[src/hdl/sit_pkg.sv]
// Package for the sorted identifier table: sizes, command codes, FSM states
// and the control bundle that the controller drives into every cell.
// No dependencies.
package sit_pkg;

  localparam int DEPTH  = 64;
  localparam int IDX_W  = $clog2(DEPTH);
  localparam int CNT_W  = $clog2(DEPTH + 1);
  localparam int SRCH_W = CNT_W + 1;
  localparam int ID_W   = 32;
  localparam int ADDR_W = 32;
  localparam int CAP_W  = 7;

  localparam logic CMD_INSERT = 1'b0;
  localparam logic CMD_LOOKUP = 1'b1;

  typedef enum logic [2:0] {
    S_IDLE,
    S_CMP,
    S_INS,
    S_SRCH,
    S_READ
  } state_t;

  typedef struct packed {
    logic              cmp_en;
    logic              ins_en;
    logic [ID_W-1:0]   key;
    logic [ADDR_W-1:0] addr;
  } cell_ctl_t;

endpackage

[src/hdl/sit_cell.sv]
// One table cell: holds an (identifier, address) pair, keeps compare flags
// against the current key and shifts up from its lower neighbour on insert.
// Depends on sit_pkg.
module sit_cell (
  input  logic                      clk,
  input  sit_pkg::cell_ctl_t        ctl,
  input  logic [sit_pkg::IDX_W-1:0] cell_idx,
  input  logic [sit_pkg::CNT_W-1:0] count,
  input  logic [sit_pkg::ID_W-1:0]  prev_id,
  input  logic [sit_pkg::ADDR_W-1:0] prev_addr,
  input  logic                      prev_move,
  output logic [sit_pkg::ID_W-1:0]  id,
  output logic [sit_pkg::ADDR_W-1:0] addr,
  output logic                      gt,
  output logic                      eq,
  output logic                      move
);
  import sit_pkg::*;

  logic [ID_W-1:0]   id_r, id_nxt;
  logic [ADDR_W-1:0] addr_r, addr_nxt;
  logic              gt_r, eq_r;
  logic              used;

  assign used = CNT_W'(cell_idx) < count;
  // this cell is at or above the insertion point
  assign move = (used && gt_r) || (CNT_W'(cell_idx) == count);

  always_comb begin
    id_nxt   = id_r;
    addr_nxt = addr_r;
    if (ctl.ins_en && move) begin
      if (prev_move) begin
        id_nxt   = prev_id;
        addr_nxt = prev_addr;
      end else begin
        id_nxt   = ctl.key;
        addr_nxt = ctl.addr;
      end
    end
  end

  always_ff @(posedge clk) begin
    id_r   <= id_nxt;
    addr_r <= addr_nxt;
    if (ctl.cmp_en) begin
      gt_r <= id_r > ctl.key;
      eq_r <= id_r == ctl.key;
    end
  end

  assign id   = id_r;
  assign addr = addr_r;
  assign gt   = gt_r;
  assign eq   = eq_r;

endmodule

[config.mk]
export PLATFORM = sky130hd
export DESIGN_NAME = sit_cell
export DESIGN_NICKNAME = d
export VERILOG_FILES = /design/src/hdl/sit_pkg.sv /design/src/hdl/sit_cell.sv
export SDC_FILE = /design/constraint.sdc
export NUM_CORES = 1
export LEC_CHECK = 0
export ABC_AREA = 1
export BUFFER_PORTS_ARGS = -buffer_cell sky130_fd_sc_hd__buf_2
export CORE_MARGIN = 3
export CORE_UTILIZATION = 48
export CTS_CLUSTER_DIAMETER = 120
export CTS_CLUSTER_SIZE = 30
export DETAILED_ROUTE_END_ITERATION = 6
export PLACE_DENSITY = 0.86
export SLEW_MARGIN = 20
export SYNTH_ARGS = -nofsm -noshare
export SYNTH_HDL_FRONTEND = slang
export SYNTH_SLANG_ARGS = --single-unit
[constraint.sdc]
create_clock -name clk -period 8.3 [get_ports clk]
set_input_delay 1.66 -clock clk [delete_from_list [all_inputs] [get_ports clk]]
set_output_delay 1.66 -clock clk [all_outputs]
set_load 0.03 [all_outputs]
==> reports/metrics.yaml, run 1 <==
detailed_routing:
  antenna_left: 0
  wl_um: 9657
  drc: 0
  viasPerCell: 4.946
  wl_per_cell_um: 14.81
  met2_length_um: 5150
  top_layer: "met4"
  vias: 3225
  wl_met1_um: 3348
  firstDrtPassIters: 4
  drtIter0Drc: 65
  met3_length_um: 937
final_layout:
  nets: 732
  synthToLayoutAreaGrowth_pct: 36.01
  final_common_cell: "buf_2"
  drive_above_1_share: 0.4221
  fin_area_um2: 5071
  mostFrequentLayoutCells: "buf_2 (210), edfxtp_1 (66), nand2_1 (64), inv_1 (45), ha_1 (38)"
worst_hold_path:
  hold_path.class: "flip-flop to flip-flop"
  holdPathEnd: "eq"
  hold_start: "id[18]"
  whs_path_depth: 3
sta:
  tightestPinTransition_ns: 0.9666
  hold_viol: 0
  finalMaxSlewViolations: 0
  skew_ns: 0.01180
  setup_tns_ns: 0
  setup_violations: 0
  rsz0062_at_grt: "no"
  period_share: 0.5491
  max_freq_mhz: 219.4
  fin_crit_ns: 4.557
  slew_headroom: 0.3556
floorplan:
  dieArea_um2: 8861
  die_w_um: 94.14
  fp-row-count: 31
  pin_count: 212
  die_h_um: 94.14
  initial_utilization: 0.5033
  core_area_um2: 7408
cts:
  cts_tree: "done"
  clock_sinks: 66
  cts_buffer_depth: 2
  cts_resized: 0
  clk_latency_ns: 0.33
  cts_setup_buffers: 0
  cts_root_buf: "clkbuf_8"
  path_clk_slew_ns: 0.06
  numCtsBuffers: 9
  ctsHoldBuffers: 0
  htreeDepth: 3
placement:
  io_buffer_count: 211
  dpl_cell_area_um2: 4872
  routabilityCongestion: 0.7711
  dp_hpwl_um: 7783
setup_path:
  cp_max_fo: 2
  cpPeakStageDelay_ns: 0.28
  critPathCaptureType: "output port"
  required_ns: 6.64
  path_buf_inv: 3
  path_class: "input port to output port"
  worstPathArrival_ns: 2.90
  worst-r2r-setup-slack_ns: 6.54
  crit_family: "simple AND/OR/NAND/NOR gates"
  rr_worst_depth: 3
  rr_startpoint: "gt"
  crit_slowest_cell: "ha_1"
  cp_cell_sequence: "buf_2 > inv_1 > ha_1 > nand2_1 > nor3_1 > nand4_1 > nand2_1 > buf_2"
  critPathLaunchType: "input port"
  r2r-end: "addr[4]"
yosys:
  syn-mean-instance-area_um2: 11.06
  netlist_area_um2: 3729
  yosys_warnings: 0
  netlist-cell-type-count: 26
  synthCells: 337
  synth_fp_nets: 520
  ys_ff_latch: 66
  yosysSeqAreaShare: 0.5315
global_routing:
  track_usage: 0.2207
  grt_pass1_wl_um: 14910
  grt_overflow: 0
  grt_pass1_vias: 3347
  grt_max_degree: 96
  antenna_found_initial: 1
power:
  p_leak_nw: 2.505
  ir_drop_v: 0.0001130
  powerDensity_nw_per_um2: 169.2
run_status:
  status: "completed"
job:
  cap_viol_max_count: 0
==> per-stage QoR <==
stage | instances | total power, mW | setup slack (ns) | hold WS [ns] | utilization
after floorplan | 337 | 0.5194 | 2.407 | 1.123 | -
after global placement | 637 | 0.5806 | 3.854 | 0.9305 | 0.6577
after detailed placement | 637 | 0.5882 | 3.755 | 0.9420 | 0.6577
after CTS | 651 | 0.8686 | 3.747 | 0.9513 | 0.6842
after global routing | 652 | 0.8970 | 3.666 | 0.9918 | 0.6845
final | 652 | 0.8582 | 3.743 | 0.9423 | 0.6845
==> worst max-delay path by stage <==
stage	cells past startpoint	slack [ns]	startpoint	end
2_1_floorplan	6	2.41	count[5]	addr[0]
3_3_place_gp	7	3.85	cell_idx[5]	move
3_5_place_dp	8	3.75	count[5]	move
4_1_cts	8	3.75	count[5]	move
5_1_grt	8	3.67	count[4]	move
6_report	8	3.74	count[4]	move
==> registers in the layout, summed over array words and instances (netlist names) <==
register and count:
addr 32, id 32, eq 1, gt 1
==> power breakdown <==
group | total (mW) | switching, mW | internal [mW]
Combinational | 0.178 | 0.108 | 0.0698
Sequential | 0.402 | 0.00757 | 0.394
Clock | 0.279 | 0.114 | 0.165
Total | 0.858 | 0.230 | 0.628
==> final cells by class <==
type	instances	area [µm²]
Timing Repair Buffer	212	1066
Inverter	46	172.7
Multi-Input combinational cell	214	1528
Clock buffer	10	127.6
Fill cell	572	2337
Tap cell	99	123.9
Antenna cell	1	2.502
Sequential cell	66	1982
Clock inverter	4	68.82
==> worst reg2reg max path, stage by stage (launching register included) <==
cell and delay [ns]:
edfxtp_1 0.38, o211ai_1 0.17, a21boi_4 0.15, buf_4 0.65
==> logic make-up (layout without fill, tap and decap cells) <==
family          count (synthesis)  count (layout)  share of synthesized area
flops                          66              66                     0.5315
simple gates                   87              87                    0.09933
fa+ha+maj                      38              38                     0.1275
other cells                     0               1                          0
mux                            33              33                    0.09967
buf+inv                        57             272                    0.06174
compound gates                 56              56                    0.08020
==> cells in the mapped netlist <==
library cell   n  area, µm²
a21oi_1       15      75.07
ha_1          38      475.5
nand4_2        1      12.51
a21boi_1       1      7.510
o21a_1         2      15.01
o211ai_1       1      7.510
o21ai_0        2      10.01
nand2_1       64      240.2
buf_2         10      50.05
nand4_1        3      18.77
nand3_1        2      10.01
inv_1         45      168.9
nand2_2        1      6.260
inv_2          1      3.750
nand3_2        1      10.01
o21bai_1       1      7.510
nor3_2         2      20.02
o21ai_1       32      160.2
mux2_1        33      371.6
nor2_2         1      6.260
a21o_1         1      7.510
nor2_1        11      41.29
a21oi_2        1      8.760
buf_4          1      7.510
edfxtp_1      66       1982
nor3_1         1      5.000
==> metal layers <==
| metal | up-vias | GRT usage |
|---|---|---|
| li1 | 1596 | - |
| met1 | 1465 | 0.2152 |
| met2 | 146 | 0.4069 |
| met3 | 18 | 0.08013 |
| met4 | 0 | 0.1071 |
| met5 | - | 0 |
Note: power is estimated with default switching activity, not from simulation.
==> run 2: changes to the inputs <==
--- a/config.mk
+++ b/config.mk
@@ -5,14 +5,14 @@
 export SDC_FILE = /design/constraint.sdc
 export NUM_CORES = 1
 export LEC_CHECK = 0
-export ABC_AREA = 1
+export ABC_AREA = 0
 export BUFFER_PORTS_ARGS = -buffer_cell sky130_fd_sc_hd__buf_2
 export CORE_MARGIN = 3
-export CORE_UTILIZATION = 48
+export CORE_UTILIZATION = 44
 export CTS_CLUSTER_DIAMETER = 120
 export CTS_CLUSTER_SIZE = 30
 export DETAILED_ROUTE_END_ITERATION = 6
-export PLACE_DENSITY = 0.86
+export PLACE_DENSITY = 0.8
 export SLEW_MARGIN = 20
 export SYNTH_ARGS = -nofsm -noshare
 export SYNTH_HDL_FRONTEND = slang
==> constraint.sdc (replaced) <==
create_clock -name clk -period 4.5 [get_ports clk]
set_input_delay 0.9 -clock clk [delete_from_list [all_inputs] [get_ports clk]]
set_output_delay 0.9 -clock clk [all_outputs]
set_load 0.03 [all_outputs]
==> run 2 against run 1 <==
  * Sequential cell count is the same
  * Via count shrank 4.5%
  * Global-route usage shrank 1.6 points
  * Critical endpoint unchanged
  * Wire length shrank 0.12%
  * Largest cell class unchanged
  * Count of clock-buffer cells in the layout shrank 1
  * Register-to-register slack lost 4.1 ns
  * Largest power group unchanged
  * Total power grew 81%
  * Area after synthesis shrank 1.1%
==> reports/metrics.yaml, run 2 <==
yosys:
  yosysSeqAreaShare: 0.5373
  synthTopCellsByCount: "edfxtp_1 (66), inv_1 (39), ha_1 (38)"
  synthCells: 306
  synth_fp_nets: 489
  synth_top_cell_by_area: "edfxtp_1"
  yosys-top-cells-area: "edfxtp_1 (54%), ha_1 (13%), mux2_2 (7.0%)"
  ys.flop_type: "edfxtp_1"
  netlist-cell-type-count: 31
  async_reset_ff_frac: 0
  yosysTopAreaCellShare: 0.5373
  netlist_area_um2: 3689
  synth_edf_count: 66
  yosys_warnings: 0
  yosysMostFrequentCell: "edfxtp_1"
  ys_ff_latch: 66
  syn-mean-instance-area_um2: 12.05
final_layout:
  nets: 702
  final_common_cell: "buf_2"
  drive_above_1_share: 0.4981
  fin_area_um2: 5042
  fill_cells: 661
  multi_input_area_um2: 1521
  seqCellArea_um2: 1982
  mostFrequentLayoutCells: "buf_2 (211), edfxtp_1 (66), inv_1 (39), ha_1 (38), nand2_1 (35)"
  synthToLayoutAreaGrowth_pct: 36.70
  final_util: 0.6360
detailed_routing:
  vias: 3079
  wl_um: 9645
  viasPerCell: 4.911
  drtIter0Drc: 73
  wl_per_cell_um: 15.38
  antenna_left: 0
  firstDrtPassIters: 5
  drc: 0
power:
  p_clk_frac: 0.316
  pwr-share-comb: 0.207
  p_int_mw: 1.111
  seq_power_share: 0.477
  p_leak_nw: 2.445
  powerDensity_nw_per_um2: 307.6
  power.share.switching: 0.2835
  ir_drop_v: 0.0002061
  p_sw_mw: 0.4398
setup_path:
  cp_max_fo: 2
  worstPathArrival_ns: 2.14
  path_class: "input port to output port"
  required_ns: 3.60
  critPathCaptureType: "output port"
  critPathLaunchType: "input port"
sta:
  tightestPinTransition_ns: 1.016
  skew_ns: 0.01089
  rsz0062_at_grt: "no"
  fin_crit_ns: 3.040
  setup_tns_ns: 0
  hold_viol: 0
  period_share: 0.6756
  max_freq_mhz: 328.9
  finalMaxSlewViolations: 0
  slew_headroom: 0.3224
  setup_violations: 0
floorplan:
  dieArea_um2: 9518
  die_h_um: 97.56
  initial_utilization: 0.4653
  fp-row-count: 32
  core_area_um2: 7928
  pin_count: 212
  die_w_um: 97.56
cts:
  ctsHoldBuffers: 0
  cts_tree: "done"
  numCtsBuffers: 9
  clk_latency_ns: 0.33
  cts_setup_buffers: 0
  path_clk_slew_ns: 0.07
  cts_buffer_depth: 2
  cts_resized: 0
  clock_sinks: 66
  htreeDepth: 3
  cts_root_buf: "clkbuf_8"
global_routing:
  track_usage: 0.2044
  met1_usage: 0.2300
  grt_use_met3: 0.07681
  antenna_found_initial: 1
  grt_max_degree: 65
  grt.busiest_layer: "met2"
  grt_overflow: 0
  grt_pass1_wl_um: 15610
  grt_use_met2: 0.3569
  grt_pass1_vias: 3180
placement:
  dp_hpwl_um: 7635
  dpl_cell_area_um2: 4848
  routabilityCongestion: 0.8028
  io_buffer_count: 211
job:
  cap_viol_max_count: 0
run_status:
  status: "completed"
worst_hold_path:
  hold_path.class: "input port to flip-flop"
## run 2: power groups by stage
stage | clock, mW | combinational, mW | sequential, mW
global route | 0.528 | 0.357 | 0.744
finish | 0.490 | 0.322 | 0.739
global placement | 0 | 0.315 | 0.751
detailed placement | 0 | 0.323 | 0.753
floorplan | 0 | 0.128 | 0.822
CTS | 0.500 | 0.326 | 0.740
## run 2: worst max-delay path, stage by stage
cell and delay (ns):
buf_2 0.11, ha_1 0.30, a21o_1 0.16, a21oi_1 0.15, o221ai_1 0.21, nand2_1 0.12
buf_2 0.20
## run 2: final timing paths
path	from	to	slack (ns)	cells after the start
worst max-delay path	cell_idx[1]	move	1.46	7
worst min-delay path	ctl[65]	eq	0.80	1
worst max register to register	id[1]	gt	2.48	6
worst min register to register	id[31]	gt	0.83	3
## run 2: logic make-up after synthesis
family,Yosys count,share of synthesized area
adder cells (fa/ha/maj),38,0.1289
flip-flops,66,0.5373
multiplexers,33,0.1007
AND/OR/NAND/NOR,58,0.08243
AO/OA/AOI/OAI,61,0.09736
buffers and inverters,50,0.05325
## run 2: per-stage QoR
stage	setup WS (ns)	hold slack [ns]	power, mW	cells
final	1.460	0.8005	1.551	627
after global routing	1.391	0.7935	1.629	627
after CTS	1.451	0.7843	1.566	626
after detailed placement	1.381	0.7952	1.077	610
after global placement	1.445	0.7813	1.066	610
after floorplan	0.5868	0.9636	0.9502	306
## run 2: area by class of cell
cell class | count | area share
Sequential cell | 66 | 0.3931
Multi-Input combinational cell | 190 | 0.3017
Timing Repair Buffer | 213 | 0.2124
Inverter | 39 | 0.02903
Tap cell | 102 | 0.02531
Clock buffer | 9 | 0.02457
Clock inverter | 7 | 0.01340
Antenna cell | 1 | 0.0004963
## run 2: per-layer routing
metal	wire length [µm]	share of wire
met1	3625	0.38
met5	0	0
met2	4926	0.51
met3	1004	0.10
met4	89	0.0092
==> run 3: changes to the inputs <==
==> constraint.sdc (replaced) <==
create_clock -name clk -period 3 [get_ports clk]
set_input_delay 0.6 -clock clk [delete_from_list [all_inputs] [get_ports clk]]
set_output_delay 0.6 -clock clk [all_outputs]
set_load 0.03 [all_outputs]
==> run 3 against run 2 <==
  * Count of clock-buffer cells in the layout rose by 1
  * Cell count rose by 0.32%
  * Sequential power rose by 50%
  * Total power increased by 57%
==> reports/metrics.yaml, run 3 (synthesis gave the netlist of run 2 again) <==
floorplan:
  die_w_um: 97.56
  die_h_um: 97.56
  dieArea_um2: 9518
  fp-row-count: 32
  pin_count: 212
  initial_utilization: 0.4653
  core_area_um2: 7928
sta:
  setup_tns_ns: 0
  setup_violations: 0
  max_freq_mhz: 407.3
  rsz0062_at_grt: "no"
  hold_viol: 0
  tightestPinTransition_ns: 0.5867
  skew_ns: 0.01065
  finalWorstSetupSlack_ns: 0.5448
  period_share: 0.8184
  finalMaxSlewViolations: 0
  slew_headroom: 0.6089
  hold_ws_ns: 0.4857
  fin_crit_ns: 2.455
final_layout:
  final_cells: 629
  final_common_cell: "buf_2"
  drive_above_1_share: 0.5010
  mostFrequentLayoutCells: "buf_2 (211), edfxtp_1 (66), inv_1 (39), ha_1 (38), nand2_1 (35)"
  synthToLayoutAreaGrowth_pct: 38.74
  fin_area_um2: 5117
  nets: 703
  multi_input_area_um2: 1521
  fill_cells: 666
  seqCellArea_um2: 1982
cts:
  numCtsBuffers: 9
  clk_latency_ns: 0.33
  htreeDepth: 3
  cts_tree: "done"
  cts_setup_buffers: 0
  ctsHoldBuffers: 0
  cts_root_buf: "clkbuf_8"
  path_clk_slew_ns: 0.07
  cts_buffer_depth: 2
  clock_sinks: 66
  cts_resized: 0
run_status:
  status: "completed"
detailed_routing:
  antenna_left: 0
  wl_per_cell_um: 15.04
  firstDrtPassIters: 4
  drtIter0Drc: 85
  viasPerCell: 4.940
  vias: 3107
  drc: 0
  wl_um: 9462
global_routing:
  track_usage: 0.1972
  grt_max_degree: 65
  antenna_found_initial: 2
  grt_overflow: 0
  grt_pass1_vias: 3273
  grt_pass1_wl_um: 15120
power:
  p_leak_nw: 2.466
  powerDensity_nw_per_um2: 474.8
  p_int_mw: 1.760
  power.share.switching: 0.2758
  seq_power_share: 0.456
  p_clk_frac: 0.343
  ir_drop_v: 0.0004065
  pwr-share-comb: 0.202
  p_sw_mw: 0.6700
worst_hold_path:
  hold_path.class: "input port to flip-flop"
setup_path:
  path_class: "input port to output port"
  worstPathArrival_ns: 1.86
  crit_slowest_cell: "ha_1"
  cp_max_fo: 2
  crit_family: "compound AO/OA/AOI/OAI gates"
  cp_cell_sequence: "buf_2 > inv_1 > ha_1 > a21o_1 > a21oi_1 > o221ai_1 > nand2_1 > buf_2"
  cpMostUsedCell: "buf_2"
  required_ns: 2.40
  critPathLaunchType: "input port"
  path_buf_inv: 3
  cpPeakStageDelay_ns: 0.28
  critPathCaptureType: "output port"
placement:
  io_buffer_count: 211
  dp_hpwl_um: 7594
  dpl_cell_area_um2: 4893
  routabilityCongestion: 0.7948
  place_ws_ns: 0.5281
  place_inst: 611
job:
  cap_viol_max_count: 0
==> run 3: cell count changes in the layout (fill, tap and decap cells not counted), moves of 2 or more <==
| cell | before | now |
|---|---|---|
| buf_4 | 2 | 0 |
| clkinvlp_4 | 1 | 3 |
| inv_6 | 2 | 0 |
| clkinv_1 | 2 | 0 |
| buf_12 | 0 | 3 |
==> run 3: cell type report <==
class | count | area share
Multi-Input combinational cell | 190 | 0.2973
Clock inverter | 6 | 0.01785
Tap cell | 102 | 0.02494
Antenna cell | 2 | 0.0009780
Clock buffer | 10 | 0.02494
Timing Repair Buffer | 214 | 0.2181
Inverter | 39 | 0.02861
Sequential cell | 66 | 0.3873
==> run 3: metal layers <==
layer  global-route usage  wire, µm  vias up
met2               0.3368      4609      141
li1                     -         -     1547
met5                    0         0        -
met1               0.2122      3484     1398
met4              0.07774       255        0
met3              0.08973      1112       21
==> run 3: power by group through the flow <==
stage,sequential (mW),clock (mW),combinational (mW)
after floorplan,1.23,0,0.194
after global placement,1.13,0,0.480
after detailed placement,1.13,0,0.494
after CTS,1.11,0.851,0.497
after global routing,1.11,0.890,0.542
final,1.11,0.832,0.490
==> run 3: path summary, 6_finish.rpt <==
kind / startpoint / to / slack [ns] / depth (start not counted)
setup / recovery: count[1] / move / 0.54 / 8
hold / removal: ctl[65] / gt / 0.49 / 1
hold reg to reg: id[31] / gt / 0.80 / 3
setup reg to reg: id[14] / gt / 1.14 / 6
==> run 3: per-stage QoR <==
| stage | power (mW) | util |
|---|---|---|
| global placement | 1.606 | 0.6173 |
| CTS | 2.456 | 0.6449 |
| finish | 2.430 | 0.6455 |
| global route | 2.545 | 0.6455 |
| detailed placement | 1.622 | 0.6173 |
| floorplan | 1.425 | - |
