$ cat config.mk
export PLATFORM = sky130hd
export DESIGN_NAME = sit_ctrl
export DESIGN_NICKNAME = d
export VERILOG_FILES = /design/src/hdl/sit_pkg.sv /design/src/hdl/sit_ctrl.sv
export SDC_FILE = /design/constraint.sdc
export NUM_CORES = 1
export LEC_CHECK = 0
export BUFFER_PORTS_ARGS = -buffer_cell sky130_fd_sc_hd__buf_2
export CAP_MARGIN = 10
export CORE_ASPECT_RATIO = 1.1
export CORE_MARGIN = 2
export CORE_UTILIZATION = 40
export DETAILED_ROUTE_END_ITERATION = 8
export GPL_ROUTABILITY_DRIVEN = 1
export PLACE_DENSITY = 0.78
export SYNTH_ARGS = -nofsm -noshare
export SYNTH_HDL_FRONTEND = slang
export SYNTH_SLANG_ARGS = --single-unit
$ cat constraint.sdc
create_clock -name clk -period 5.4 [get_ports clk]
set_clock_uncertainty 0.1 [all_clocks]
set_input_delay 0.27 -clock clk [delete_from_list [all_inputs] [get_ports clk]]
set_output_delay 0.27 -clock clk [all_outputs]
set_load 0.01 [all_outputs]
$ cat src/hdl/sit_pkg.sv
// Package for the sorted identifier table: sizes, command codes, FSM states
// and the control bundle that the controller drives into every cell.
// No dependencies.
package sit_pkg;

  localparam int DEPTH  = 64;
  localparam int IDX_W  = $clog2(DEPTH);
  localparam int CNT_W  = $clog2(DEPTH + 1);
  localparam int SRCH_W = CNT_W + 1;
  localparam int ID_W   = 32;
  localparam int ADDR_W = 32;
  localparam int CAP_W  = 7;

  localparam logic CMD_INSERT = 1'b0;
  localparam logic CMD_LOOKUP = 1'b1;

  typedef enum logic [2:0] {
    S_IDLE,
    S_CMP,
    S_INS,
    S_SRCH,
    S_READ
  } state_t;

  typedef struct packed {
    logic              cmp_en;
    logic              ins_en;
    logic [ID_W-1:0]   key;
    logic [ADDR_W-1:0] addr;
  } cell_ctl_t;

endpackage

$ cat src/hdl/sit_ctrl.sv
// Command sequencer: compare pass, insert state, binary search over the
// cells' compare flags, result register and capacity register.
// Depends on sit_pkg.
module sit_ctrl (
  input  logic                       clk,
  input  logic                       rst_n,
  input  logic                       start,
  output logic                       busy,
  input  logic                       in_cmd,
  input  logic [sit_pkg::ID_W-1:0]   in_key_id,
  input  logic [sit_pkg::ADDR_W-1:0] in_value_addr,
  input  logic                       cfg_valid,
  input  logic [sit_pkg::CAP_W-1:0]  cfg_capacity,
  output sit_pkg::cell_ctl_t         ctl,
  output logic [sit_pkg::CNT_W-1:0]  count,
  output logic [sit_pkg::IDX_W-1:0]  sel_idx,
  input  logic [sit_pkg::ADDR_W-1:0] sel_addr,
  input  logic [sit_pkg::DEPTH-1:0]  gt_vec,
  input  logic [sit_pkg::DEPTH-1:0]  eq_vec,
  output logic                       out_valid,
  output logic                       out_ok,
  output logic [sit_pkg::ADDR_W-1:0] out_found_addr,
  output logic [sit_pkg::CNT_W-1:0]  out_entry_count
);
  import sit_pkg::*;

  state_t                    state_r, state_nxt;
  logic                      cmd_r, cmd_nxt;
  logic [ID_W-1:0]           key_r, key_nxt;
  logic [ADDR_W-1:0]         val_r, val_nxt;
  logic [CNT_W-1:0]          count_r, count_nxt;
  logic [CAP_W-1:0]          cap_r;
  logic signed [SRCH_W-1:0]  lo_r, lo_nxt, hi_r, hi_nxt, mid;
  logic [IDX_W-1:0]          idx_r, idx_nxt;
  logic                      ov_r, ov_nxt, ok_r, ok_nxt;
  logic [ADDR_W-1:0]         fa_r, fa_nxt;
  logic [CNT_W-1:0]          ec_r, ec_nxt;
  logic [CAP_W-1:0]          eff_cap;
  logic                      full;

  assign eff_cap = (cap_r > CAP_W'(DEPTH)) ? CAP_W'(DEPTH) : cap_r;
  assign full    = count_r >= CNT_W'(eff_cap);
  assign mid     = lo_r + ((hi_r - lo_r) >>> 1);

  always_comb begin
    state_nxt = state_r;
    cmd_nxt   = cmd_r;
    key_nxt   = key_r;
    val_nxt   = val_r;
    count_nxt = count_r;
    lo_nxt    = lo_r;
    hi_nxt    = hi_r;
    idx_nxt   = idx_r;
    ov_nxt    = 1'b0;
    ok_nxt    = ok_r;
    fa_nxt    = fa_r;
    ec_nxt    = ec_r;
    ctl.cmp_en = 1'b0;
    ctl.ins_en = 1'b0;
    ctl.key    = key_r;
    ctl.addr   = val_r;
    case (state_r)
      S_IDLE: begin
        if (start) begin
          cmd_nxt   = in_cmd;
          key_nxt   = in_key_id;
          val_nxt   = in_value_addr;
          state_nxt = S_CMP;
        end
      end
      S_CMP: begin
        ctl.cmp_en = 1'b1;
        if (cmd_r == CMD_INSERT) begin
          if (full) begin
            ov_nxt    = 1'b1;
            ok_nxt    = 1'b0;
            fa_nxt    = '0;
            ec_nxt    = count_r;
            state_nxt = S_IDLE;
          end else begin
            state_nxt = S_INS;
          end
        end else begin
          lo_nxt    = '0;
          hi_nxt    = $signed({1'b0, count_r}) - SRCH_W'(1);
          state_nxt = S_SRCH;
        end
      end
      S_INS: begin
        ctl.ins_en = 1'b1;
        count_nxt  = count_r + CNT_W'(1);
        ov_nxt     = 1'b1;
        ok_nxt     = 1'b1;
        fa_nxt     = '0;
        ec_nxt     = count_r + CNT_W'(1);
        state_nxt  = S_IDLE;
      end
      S_SRCH: begin
        if (lo_r > hi_r) begin
          ov_nxt    = 1'b1;
          ok_nxt    = 1'b0;
          fa_nxt    = '0;
          ec_nxt    = count_r;
          state_nxt = S_IDLE;
        end else if (eq_vec[mid[IDX_W-1:0]]) begin
          idx_nxt   = mid[IDX_W-1:0];
          state_nxt = S_READ;
        end else if (gt_vec[mid[IDX_W-1:0]]) begin
          hi_nxt = mid - SRCH_W'(1);
        end else begin
          lo_nxt = mid + SRCH_W'(1);
        end
      end
      S_READ: begin
        ov_nxt    = 1'b1;
        ok_nxt    = 1'b1;
        fa_nxt    = sel_addr;
        ec_nxt    = count_r;
        state_nxt = S_IDLE;
      end
      default: begin
        state_nxt = S_IDLE;
      end
    endcase
  end

  always_ff @(posedge clk) begin
    if (!rst_n) begin
      state_r <= S_IDLE;
      count_r <= '0;
      cap_r   <= CAP_W'(DEPTH);
      ov_r    <= 1'b0;
    end else begin
      state_r <= state_nxt;
      count_r <= count_nxt;
      ov_r    <= ov_nxt;
      if (cfg_valid) begin
        cap_r <= cfg_capacity;
      end
    end
  end

  always_ff @(posedge clk) begin
    cmd_r <= cmd_nxt;
    key_r <= key_nxt;
    val_r <= val_nxt;
    lo_r  <= lo_nxt;
    hi_r  <= hi_nxt;
    idx_r <= idx_nxt;
    ok_r  <= ok_nxt;
    fa_r  <= fa_nxt;
    ec_r  <= ec_nxt;
  end

  assign busy            = state_r != S_IDLE;
  assign count           = count_r;
  assign sel_idx         = idx_r;
  assign out_valid       = ov_r;
  assign out_ok          = ok_r;
  assign out_found_addr  = fa_r;
  assign out_entry_count = ec_r;

  a_count_bound: assert property (@(posedge clk) disable iff (!rst_n)
    count_r <= CNT_W'(DEPTH))
    else $error("entry count above table depth");

  a_ins_count: assert property (@(posedge clk) disable iff (!rst_n)
    ctl.ins_en |=> count_r == $past(count_r) + CNT_W'(1))
    else $error("insert did not bump entry count");

  a_ins_not_full: assert property (@(posedge clk) disable iff (!rst_n)
    ctl.ins_en |-> !full)
    else $error("insert into full table");

  a_miss_addr: assert property (@(posedge clk) disable iff (!rst_n)
    (ov_r && !ok_r) |-> fa_r == '0)
    else $error("non-zero address on failed command");

endmodule

==> results of run 1 <==
stage by stage:
stage          worst slack [ps]  power [W]  std cells  hold WS, ps
2_1_floorplan               322    0.00219        529          269
3_3_place_gp                983    0.00251       1112          346
3_5_place_dp                864    0.00254       1112          348
4_1_cts                     859    0.00371       1212         2.18
5_1_grt                     501    0.00388       1212         4.89
6_report                    859    0.00369       1212         20.6
layer usage:
layer,vias to the layer above,share of wire,global-route usage
li1,2845,-,-
met1,2846,0.38,0.253
met2,219,0.54,0.395
met3,35,0.055,0.0505
met4,0,0.021,0.0715
met5,-,0,0
power groups by stage:
| stage | registers [W] | logic [W] | clock network, W |
|---|---|---|---|
| after floorplan | 0.00146 | 0.000730 | 0 |
| after global placement | 0.00140 | 0.00111 | 0 |
| after detailed placement | 0.00141 | 0.00113 | 0 |
| after CTS | 0.00138 | 0.00117 | 0.00115 |
| after global routing | 0.00140 | 0.00128 | 0.00121 |
| final | 0.00139 | 0.00117 | 0.00114 |
cells by family after synthesis:
family | Yosys count | share of synthesized area
buf+inv | 48 | 0.0289
simple gates | 167 | 0.120
xor+xnor | 27 | 0.0380
flops | 145 | 0.574
compound gates | 59 | 0.0564
mux | 54 | 0.131
fa+ha+maj | 29 | 0.0520
critical path, cell delays in order, from the launching register on:
cell and delay, ps:
edfxtp_1 360, nand2b_1 180, fa_1 430, xor2_1 220, inv_1 80, fa_1 900
mux4_2 390, and2_0 160, a2111oi_0 530, a311oi_1 120, a211oi_2 300, o21ai_1 130
a21boi_1 170, buf_4 190
path summary, 6_finish.rpt:
| path | end | start | slack, ps |
|---|---|---|---|
| worst max-delay path | hi_r[2]$_DFFE_PP_ | hi_r[0]$_DFFE_PP_ | 860 |
| worst min-delay path | cap_r[0]$_SDFFE_PN0P_ | cfg_capacity[0] | 20 |
| worst max register to register | hi_r[2]$_DFFE_PP_ | hi_r[0]$_DFFE_PP_ | 860 |
| worst min register to register | cap_r[0]$_SDFFE_PN0P_ | cap_r[0]$_SDFFE_PN0P_ | 420 |
flip-flops by register name, summed over array words and instances, names as in the netlist:
register	flops
count	7
out_ok	1
out_found_addr	32
state_r	3
out_valid	1
lo_r	8
val_r	32
key_r	32
out_entry_count	7
cap_r	7
cmd_r	1
hi_r	8
sel_idx	6
placed cells by master (no fill, tap or decap), types with 14 or more instances in the layout:
cell,synthesis,routed
and2_1,41,40
nor2_1,31,31
clkbuf_16,0,17
inv_1,25,25
mux4_2,31,31
ha_1,27,26
dfxtp_1,18,18
edfxtp_1,127,127
mux2i_1,18,18
xnor2_1,14,14
dlygate4sd3_1,0,68
buf_2,6,356
nand2_1,33,33
layout make-up:
| cell class | instances | share of cell area |
|---|---|---|
| repair buffers | 434 | 0.239 |
| well taps | 238 | 0.0281 |
| multi-input cells | 336 | 0.274 |
| clock buffers | 17 | 0.0401 |
| flip-flops and latches | 145 | 0.394 |
| clock inverters | 15 | 0.0158 |
| inverters | 27 | 0.00956 |
timing repair:
| item | 4_1_cts | 5_1_grt |
|---|---|---|
| gates resized for setup | 0 | 0 |
| hold endpoints to repair | 68 | 0 |
| hold buffers | 68 | 0 |
| setup endpoints to repair | 0 | 0 |
==> run summary, run 1 <==
WL/cell: 17.4 µm
clock share of power: 0.308
count leader, synth: edfxtp_1
Hold Fails Final Rpt: 0
Pwr Density: 348 nW/µm²
Post-Syn Area: 7270 µm²
Antenna Cells: 0
Initial Util: 0.410
dpl cell area: 9330 µm²
cell taking the most area after synthesis: edfxtp_1
Internal Pwr Total: 0.00251 W
Clock Sinks: 145
clk_lat worst skew: 410 ps
max_cap viols: 0
1st-iter DRT viols: 361
commonest cells in the netlist: edfxtp_1 (127), and2_1 (41), nand2_1 (33)
DRC: 0
Crit path required time: 5420 ps
CTS Root Buffer Type: clkbuf_16
Die Y: 145 µm
total grt overflow: 0
layout cells sized above 1: 0.458
hold path depth: 3
Via Count: 5,945
Core Footprint: 17,700 µm²
CTS H-Tree Depth: 4
CTS tree: built
Area contributors post-synth: edfxtp_1 (52%), mux4_2 (9.6%), dfxtp_1 (5.0%)
Yosys warnings: 0
final setup fails: 0
crit start category: register
Core Util, Final: 0.598
Sequential Power Share: 0.375
ys flop type: edfxtp_1
DR vias/cell: 4.91
crit path kind: reg2reg
Placer Congestion: 0.912
Port Buffer Count: 356
Avg Cell Area, Syn: 13.7 µm²
Max IR drop VDD: 230 µV
Fin Setup TNS: 0 ps
Seq. cell area: 4170 µm²
Rel. slew slack: 0.431
Hold Crit Class: in2reg
distinct cell type count after synthesis: 67
row count: 51
I/O Pins: 357
top cell type's share of synthesized area: 0.525
clk buf depth: 2
Slew @ Worst Pin: 854 ps
# fillers: 1,418
Seq/Total Area, Yosys: 0.574
Max Slew Vio Count: 0
Async SR Flop Fraction: 0
Routed Antenna Nets: 0
Cells after Synth: 529
RSZ-0062 raised after global routing: false
clock-pin slew on the worst setup and hold paths: 60 ps
Final Cell Area: 10,600 µm²
crit end category: register
initial antenna violation count: 0
DP Wirelength: 15.9 mm
router iterations before antenna repair: 7
Worst Reg-to-Reg Cells: 13
die width: 133 µm
Pleak: 4.65 nW
part of the cycle the worst path needs: 0.841
vias in the first global route: 6,114
Critical Path Fanout Max: 14
#FFs+latches synth: 145
synthesis-to-layout area growth: 45.8%
post-CTS setup buffers: 0
Post-Syn Nets: 794
net count reported at finish: 1,226
GRT Resource Usage Total: 0.218
combinational share of power: 0.317
switching share of power: 0.321
first-pass GRT wire length: 32.6 mm
Multi-input gate area: 2900 µm²
Die ar.: 19,300 µm²
fmax: 220 MHz
switching pwr: 0.00119 W
crit path DAT: 4560 ps
TritonCTS Buffers: 17
Routed WL: 21.1 mm
EDFF count, synth: 127
largest net degree at the start of global routing: 66
status: finished, final reports clean
post-layout min period: 4540 ps
Power figures use the tool's default switching activity.
==> inputs of run 2 (changes only) <==
--- a/config.mk
+++ b/config.mk
@@ -12,7 +12,7 @@
 export CORE_UTILIZATION = 40
 export DETAILED_ROUTE_END_ITERATION = 8
 export GPL_ROUTABILITY_DRIVEN = 1
-export PLACE_DENSITY = 0.78
+export PLACE_DENSITY = 0.75
 export SYNTH_ARGS = -nofsm -noshare
 export SYNTH_HDL_FRONTEND = slang
 export SYNTH_SLANG_ARGS = --single-unit
==> constraint.sdc (replaced) <==
create_clock -name clk -period 4.3 [get_ports clk]
set_clock_uncertainty 0.1 [all_clocks]
set_input_delay 0.215 -clock clk [delete_from_list [all_inputs] [get_ports clk]]
set_output_delay 0.215 -clock clk [all_outputs]
set_load 0.01 [all_outputs]
==> run 2 against run 1 <==
Net effect: via count rose by 4.8%; cell area increased by 3.8%; register-to-register slack lost 590 ps; first-iteration DRC count fell by 8.6%; wire length grew 4.8%; combinational power increased by 33%; largest power group unchanged; clock-buffer cell count unchanged.
==> run summary, run 2 (synthesis gave the netlist of run 1 again) <==
Core Util, Final: 0.620 (+0.0225)
crit start category: register
Fin Setup TNS: 0 ps (unchanged)
clk_lat worst skew: 420 ps (about the same)
Critical Path Fanout Max: 8 (-6)
Hold Crit Class: in2reg
router iterations before antenna repair: 6 (-1)
Tot Pwr: 0.00468 W (+27%)
Max Slew Vio Count: 0 (unchanged)
Clock Sinks: 145 (unchanged)
crit end category: register
R2R Setup Slk: 270 ps (-590 ps)
CTS Root Buffer Type: clkbuf_16
crit path capture: hi_r[5]$_DFFE_PP_
Pleak: 4.82 nW (+3.6%)
CTS H-Tree Depth: 4 (unchanged)
post-layout min period: 4030 ps (-508 ps)
Max IR drop VDD: 292 µV (+27%)
Antenna Cells: 0 (unchanged)
CTS tree: built
layout cells sized above 1: 0.450 (-0.00810)
largest net degree at the start of global routing: 35 (-47%)
Via Count: 6,229 (+4.8%)
DRC: 0 (unchanged)
synthesis-to-layout area growth: 51.3%
Slowest-stage cell, CP: ha_1
status: finished, final reports clean
net count reported at finish: 1,268 (+3.4%)
final setup fails: 0 (unchanged)
Hold Fails Final Rpt: 0 (unchanged)
Initial Util: 0.410 (unchanged)
Worst R2R End: hi_r[5]$_DFFE_PP_
Core Footprint: 17,700 µm² (unchanged)
max_cap viols: 0 (unchanged)
first-pass GRT wire length: 34.5 mm (+5.8%)
DP Wirelength: 15.5 mm (-2.8%)
most frequent cells in the layout: buf_2 (356), edfxtp_1 (127), dlygate4sd3_1 (104), and2_1 (40), nand2_1 (33)
RSZ-0062 raised after global routing: false
clock-pin slew on the worst setup and hold paths: 60 ps (about the same)
Max stage delay on crit path: 380 ps (-520 ps)
Worst Reg-to-Reg Cells: 14 (+1)
most frequent CP cell: ha_1
fmax: 248 MHz (+13%)
vias in the first global route: 6,507 (+6.4%)
startpoint of the worst register-to-register path: lo_r[2]$_SDFFCE_PN0P_
part of the cycle the worst path needs: 0.938 (+0.0970)
initial antenna violation count: 0 (unchanged)
crit path kind: reg2reg
DR vias/cell: 4.97 (+1.3%)
Placer Congestion: 0.877 (-3.8%)
Die Y: 145 µm (unchanged)
Port Buffer Count: 356 (unchanged)
total grt overflow: 0 (unchanged)
TritonCTS Buffers: 17 (unchanged)
die width: 133 µm (unchanged)
Routed Antenna Nets: 0 (unchanged)
Routed WL: 22.1 mm (+4.8%)
clk buf depth: 2 (unchanged)
crit path from: lo_r[2]$_SDFFCE_PN0P_
Rel. slew slack: 0.441 (+0.0107)
row count: 51 (unchanged)
1st-iter DRT viols: 330 (-8.6%)
GRT Resource Usage Total: 0.229 (+0.0116)
Crit path required time: 4320 ps (-1100 ps)
crit path DAT: 4050 ps (-510 ps)
I/O Pins: 357 (unchanged)
Die ar.: 19,300 µm² (unchanged)
commonest non-fill, non-tap cell in the layout: buf_2
Pwr Density: 426 nW/µm² (+22%)
WL/cell: 17.6 µm (+1.3%)
Slew @ Worst Pin: 838 ps (-16.0 ps)
CP cell instances: inv_1, ha_1, a21o_1, a31o_2, xor2_1, ha_1, nand3_1, a21oi_1, or2_4, mux2_2, a32o_1, a211oi_1, a21boi_1, buf_4
## run 2: cell types whose count changed in the layout (fill, tap and decap cells not counted), sizes merged
| cell | change |
|---|---|
| clkinv | -1 |
| buf | +6 |
| dlygate4sd3 | +36 |
| inv | +1 |
## run 2: what timing repair did
action | CTS | global route
setup buffers | 0 | 0
setup endpoints to repair | 0 | 22
hold buffers | 104 | 0
resized for setup | 0 | 10
hold endpoints to repair | 104 | 0
## run 2: critical path, delay by kind of cell (launching register included)
kind | cells | cell delay [ps]
buffers and inverters | 2 | 240
DFF | 1 | 350
and+or+nand+nor | 2 | 390
AOI/OAI and AO/OA | 6 | 1440
adders and majority gates | 2 | 740
muxes | 1 | 340
xor gates and xnor gates | 1 | 150
## run 2: stage by stage
stage | hold slack [ps] | instances | setup slack [ps] | area [µm²]
after global placement | 291 | 1118 | 120 | 9380
after global routing | 61.2 | 1254 | 20.2 | 11000
after CTS | 43.3 | 1254 | 43.2 | 11000
after detailed placement | 293 | 1118 | 93.1 | 9380
after floorplan | 214 | 529 | 92.8 | 7280
final | 52.1 | 1254 | 267 | 11000
## run 2: how the worst min path moves through the flow
stage	startpoint	to	slack, ps	cells past startpoint
6_report	rst_n	cap_r[6]$_SDFFE_PN1P_	50	2
5_1_grt	rst_n	cap_r[6]$_SDFFE_PN1P_	60	2
4_1_cts	rst_n	cap_r[6]$_SDFFE_PN1P_	40	2
3_5_place_dp	in_value_addr[30]	val_r[30]$_DFFE_PP_	290	1
3_3_place_gp	in_key_id[29]	key_r[29]$_DFFE_PP_	290	1
2_1_floorplan	in_cmd	cmd_r$_DFFE_PP_	210	0
## run 2: layout make-up
class                   count  area (µm²)
clock inverters            15         126
inverters                  27         101
flip-flops and latches    145        4170
repair buffers            476        2950
multi-input cells         336        2930
fillers                  1335        6740
clock buffers              17         425
well taps                 238         298
## run 2: power by group
part | leakage (nW) | switching (W) | internal [W]
combinational | 3.21 | 0.000824 | 0.000738
sequential | 1.34 | 0.0000438 | 0.00170
clock | 0.264 | 0.000624 | 0.000756
## run 2: per-layer routing
layer  part of all wire  GRT usage  wire [µm]  vias to the layer above
met3              0.059     0.0543       1310                       48
met2               0.54      0.424      12000                      244
met5                  0          0          0                        -
met4              0.029     0.0855        638                        0
met1               0.37      0.254       8130                     3011
li1                   -          -          -                     2926
==> inputs of run 3 (changes only) <==
--- a/config.mk
+++ b/config.mk
@@ -5,6 +5,7 @@
 export SDC_FILE = /design/constraint.sdc
 export NUM_CORES = 1
 export LEC_CHECK = 0
+export ABC_AREA = 1
 export BUFFER_PORTS_ARGS = -buffer_cell sky130_fd_sc_hd__buf_2
 export CAP_MARGIN = 10
 export CORE_ASPECT_RATIO = 1.1
@@ -12,7 +13,7 @@
 export CORE_UTILIZATION = 40
 export DETAILED_ROUTE_END_ITERATION = 8
 export GPL_ROUTABILITY_DRIVEN = 1
-export PLACE_DENSITY = 0.75
+export PLACE_DENSITY = 0.74
 export SYNTH_ARGS = -nofsm -noshare
 export SYNTH_HDL_FRONTEND = slang
 export SYNTH_SLANG_ARGS = --single-unit
==> run 3 against run 2 <==
Net effect: power increased by 84%; maximum frequency increased by 2.8%; clock-buffer cell count unchanged; via count increased by 21%; clock power increased by 4%; cell area increased by 2.6%; critical path depth increased by 4; sequential share of layout area decreased by 0.97 points; die area increased by 5.6%; worst hold slack got worse by 42 ps; critical endpoint is now hi_r[3]$_DFFE_PP_; combinational power increased to 3.3 times the previous value.
==> run summary, run 3 <==
Hold Crit Class: in2reg
dpl cell area: 9690 µm² (+3.2%)
I/O Pins: 357 (unchanged)
EDFF count, synth: 127 (unchanged)
distinct cell type count after synthesis: 46 (-31%)
Yosys warnings: 0 (unchanged)
post-layout min period: 3920 ps (-108 ps)
Cells after Synth: 849 (+60%)
DP Wirelength: 16.7 mm (+8.0%)
#FFs+latches synth: 145 (unchanged)
layout cells sized above 1: 0.334 (-0.116)
Initial Util: 0.405 (-0.00453)
initial antenna violation count: 1 (+1)
DR vias/cell: 4.80 (-3.4%)
commonest non-fill, non-tap cell in the layout: buf_2
Crit path required time: 4320 ps (about the same)
Die Y: 149 µm (+2.7%)
Clock Sinks: 145 (unchanged)
Rel. slew slack: 0.248 (-0.193)
Fin Setup TNS: 0 ps (unchanged)
commonest cells in the netlist: nand2_1 (255), edfxtp_1 (127), nand3_1 (103)
1st-iter DRT viols: 313 (-5.2%)
busiest grt layer: met2
RSZ-0062 raised after global routing: false
Finished Layout Cells: 1,566 (+25%)
count leader, synth: nand2_1
crit path DAT: 3950 ps (-100 ps)
CTS Root Buffer Type: clkbuf_16
part of the cycle the worst path needs: 0.913 (-0.0251)
crit path kind: reg2reg
Seq. cell area: 4170 µm² (unchanged)
Post-Syn Nets: 1,114 (+40%)
WL/cell: 15.0 µm (-15%)
Hold Fails Final Rpt: 0 (unchanged)
die width: 136 µm (+2.7%)
largest net degree at the start of global routing: 70 (+100%)
status: finished, final reports clean
Post-Syn Area: 7690 µm² (+5.7%)
clock-pin slew on the worst setup and hold paths: 60 ps (about the same)
Max IR drop VDD: 729 µV (+150%)
Pleak: 5.48 nW (+14%)
Critical Path Fanout Max: 11 (+3)
met2 usage: 0.404 (-0.0201)
Placer Congestion: 0.926 (+5.6%)
fmax: 255 MHz (+2.8%)
synthesis-to-layout area growth: 46.9%
met1 Use GR: 0.249 (-0.00511)
first-pass GRT wire length: 35.7 mm (+3.6%)
CTS tree: built
Die ar.: 20,300 µm² (+5.6%)
R2R Setup Slk: 380 ps (+110 ps)
met3 Resource Use GR: 0.0588 (+0.00445)
Routed Antenna Nets: 0 (unchanged)
most frequent cells in the layout: buf_2 (356), nand2_1 (255), edfxtp_1 (127), nand3_1 (103), dlygate4sd3_1 (102)
top cell type's share of synthesized area: 0.496 (-0.0284)
Routed WL: 23.5 mm (+6.5%)
router iterations before antenna repair: 5 (-1)
crit end category: register
cell taking the most area after synthesis: edfxtp_1
Slew @ Worst Pin: 1120 ps (+287 ps)
final setup fails: 0 (unchanged)
# fillers: 1,626 (+22%)
CTS H-Tree Depth: 4 (unchanged)
Avg Cell Area, Syn: 9.05 µm² (-34%)
Async SR Flop Fraction: 0 (unchanged)
DRC: 0 (unchanged)
GRT Resource Usage Total: 0.227 (-0.00188)
Core Footprint: 19,000 µm² (+6.9%)
clk_lat worst skew: 420 ps (about the same)
row count: 53 (+3.9%)
Area contributors post-synth: edfxtp_1 (50%), nand2_1 (12%), nand3_1 (6.7%)
Multi-input gate area: 3000 µm² (+2.3%)
Port Buffer Count: 356 (unchanged)
clk buf depth: 2 (unchanged)
ys flop type: edfxtp_1
Via Count: 7,512 (+21%)
Seq/Total Area, Yosys: 0.543 (-0.0311)
TritonCTS Buffers: 17 (unchanged)
Pwr Density: 763 nW/µm² (+79%)
PostCTS Resize Cnt: 0 (unchanged)
vias in the first global route: 7,385 (+13%)
max_cap viols: 0 (unchanged)
net count reported at finish: 1,568 (+24%)
placed insts: 1,429 (+28%)
Core Util, Final: 0.595 (-0.0249)
total grt overflow: 0 (unchanged)
Max Slew Vio Count: 0 (unchanged)
Final Cell Area: 11,300 µm² (+2.6%)
crit start category: register
## run 3: cell count changes after synthesis, sizes merged, moves of 9 or more
cell	previous run	this run
xnor2	15	4
a21oi	11	21
o21ai	10	19
inv	26	91
buf	12	22
nor2	31	85
nand2	33	262
mux2i	18	1
nor2b	9	0
mux4	32	0
nand3	9	110
and2	43	1
## run 3: timing repair
action / CTS / global route
hold buffers: 102 / 0
setup buffers: 0 / 0
hold endpoints to repair: 98 / 0
setup endpoints to repair: 0 / 0
## run 3: cells by family (layout without fill, tap and decap cells)
kind of cell    Yosys count  after routing  share of synthesized area
mux                       1              1                    0.00130
simple gates            478            478                      0.270
xor+xnor                 18             18                     0.0269
flops                   145            145                      0.543
fa+ha+maj                29             29                     0.0492
other cells               0              3                          0
buf+inv                 125            592                     0.0693
compound gates           53             53                     0.0407
## run 3: critical path, cell delays in order (launching register included)
cell and delay (ps):
edfxtp_1 360, inv_1 40, nor2_1 140, inv_1 70, fa_1 420, a31oi_1 180
xor2_1 170, inv_1 60, ha_1 380, a21oi_2 210, nand2_1 110, xor2_2 520
inv_2 180, nand3_1 130, nand3_1 90, nand3_1 130, nand2_1 60, nor2_1 110
buf_4 170
## run 3: path summary, 6_finish.rpt
| kind | start | to | cells after the start |
|---|---|---|---|
| worst max-delay path | lo_r[0]$_SDFFCE_PN0P_ | hi_r[3]$_DFFE_PP_ | 18 |
| worst min-delay path | sel_addr[25] | out_found_addr[25]$_SDFFCE_PN0P_ | 3 |
| worst max register to register | lo_r[0]$_SDFFCE_PN0P_ | hi_r[3]$_DFFE_PP_ | 18 |
| worst min register to register | cap_r[0]$_SDFFE_PN0P_ | cap_r[0]$_SDFFE_PN0P_ | 2 |
## run 3: report_power, final
group          total (W)  internal [W]  switching (W)
Clock            0.00144      0.000817       0.000627
Sequential       0.00202       0.00192      0.0000964
Combinational    0.00516       0.00171        0.00344
Total            0.00862       0.00445        0.00417
## run 3: layer usage
| layer | wire, µm | share of wire |
|---|---|---|
| met4 | 970 | 0.041 |
| met3 | 1560 | 0.066 |
| met5 | 13 | 0.00055 |
| met2 | 12100 | 0.52 |
| met1 | 8870 | 0.38 |
## run 3: final cells by class
| type | instances | share of cell area |
|---|---|---|
| antenna | 3 | 0.000665 |
| multi-input combinational | 579 | 0.265 |
| inverter | 92 | 0.0308 |
| timing repair buffer | 468 | 0.255 |
| clock inverter | 15 | 0.0135 |
| sequential | 145 | 0.370 |
| tap | 247 | 0.0274 |
| clock buffer | 17 | 0.0377 |
## run 3: through the flow
step                setup WS (ps)  hold slack [ps]  total power (W)
global route                 1.36             20.5          0.00936
CTS                           366            0.807          0.00867
global placement              496              292          0.00707
detailed placement            411              293          0.00712
finish                        375             9.91          0.00862
floorplan                     304              214          0.00605
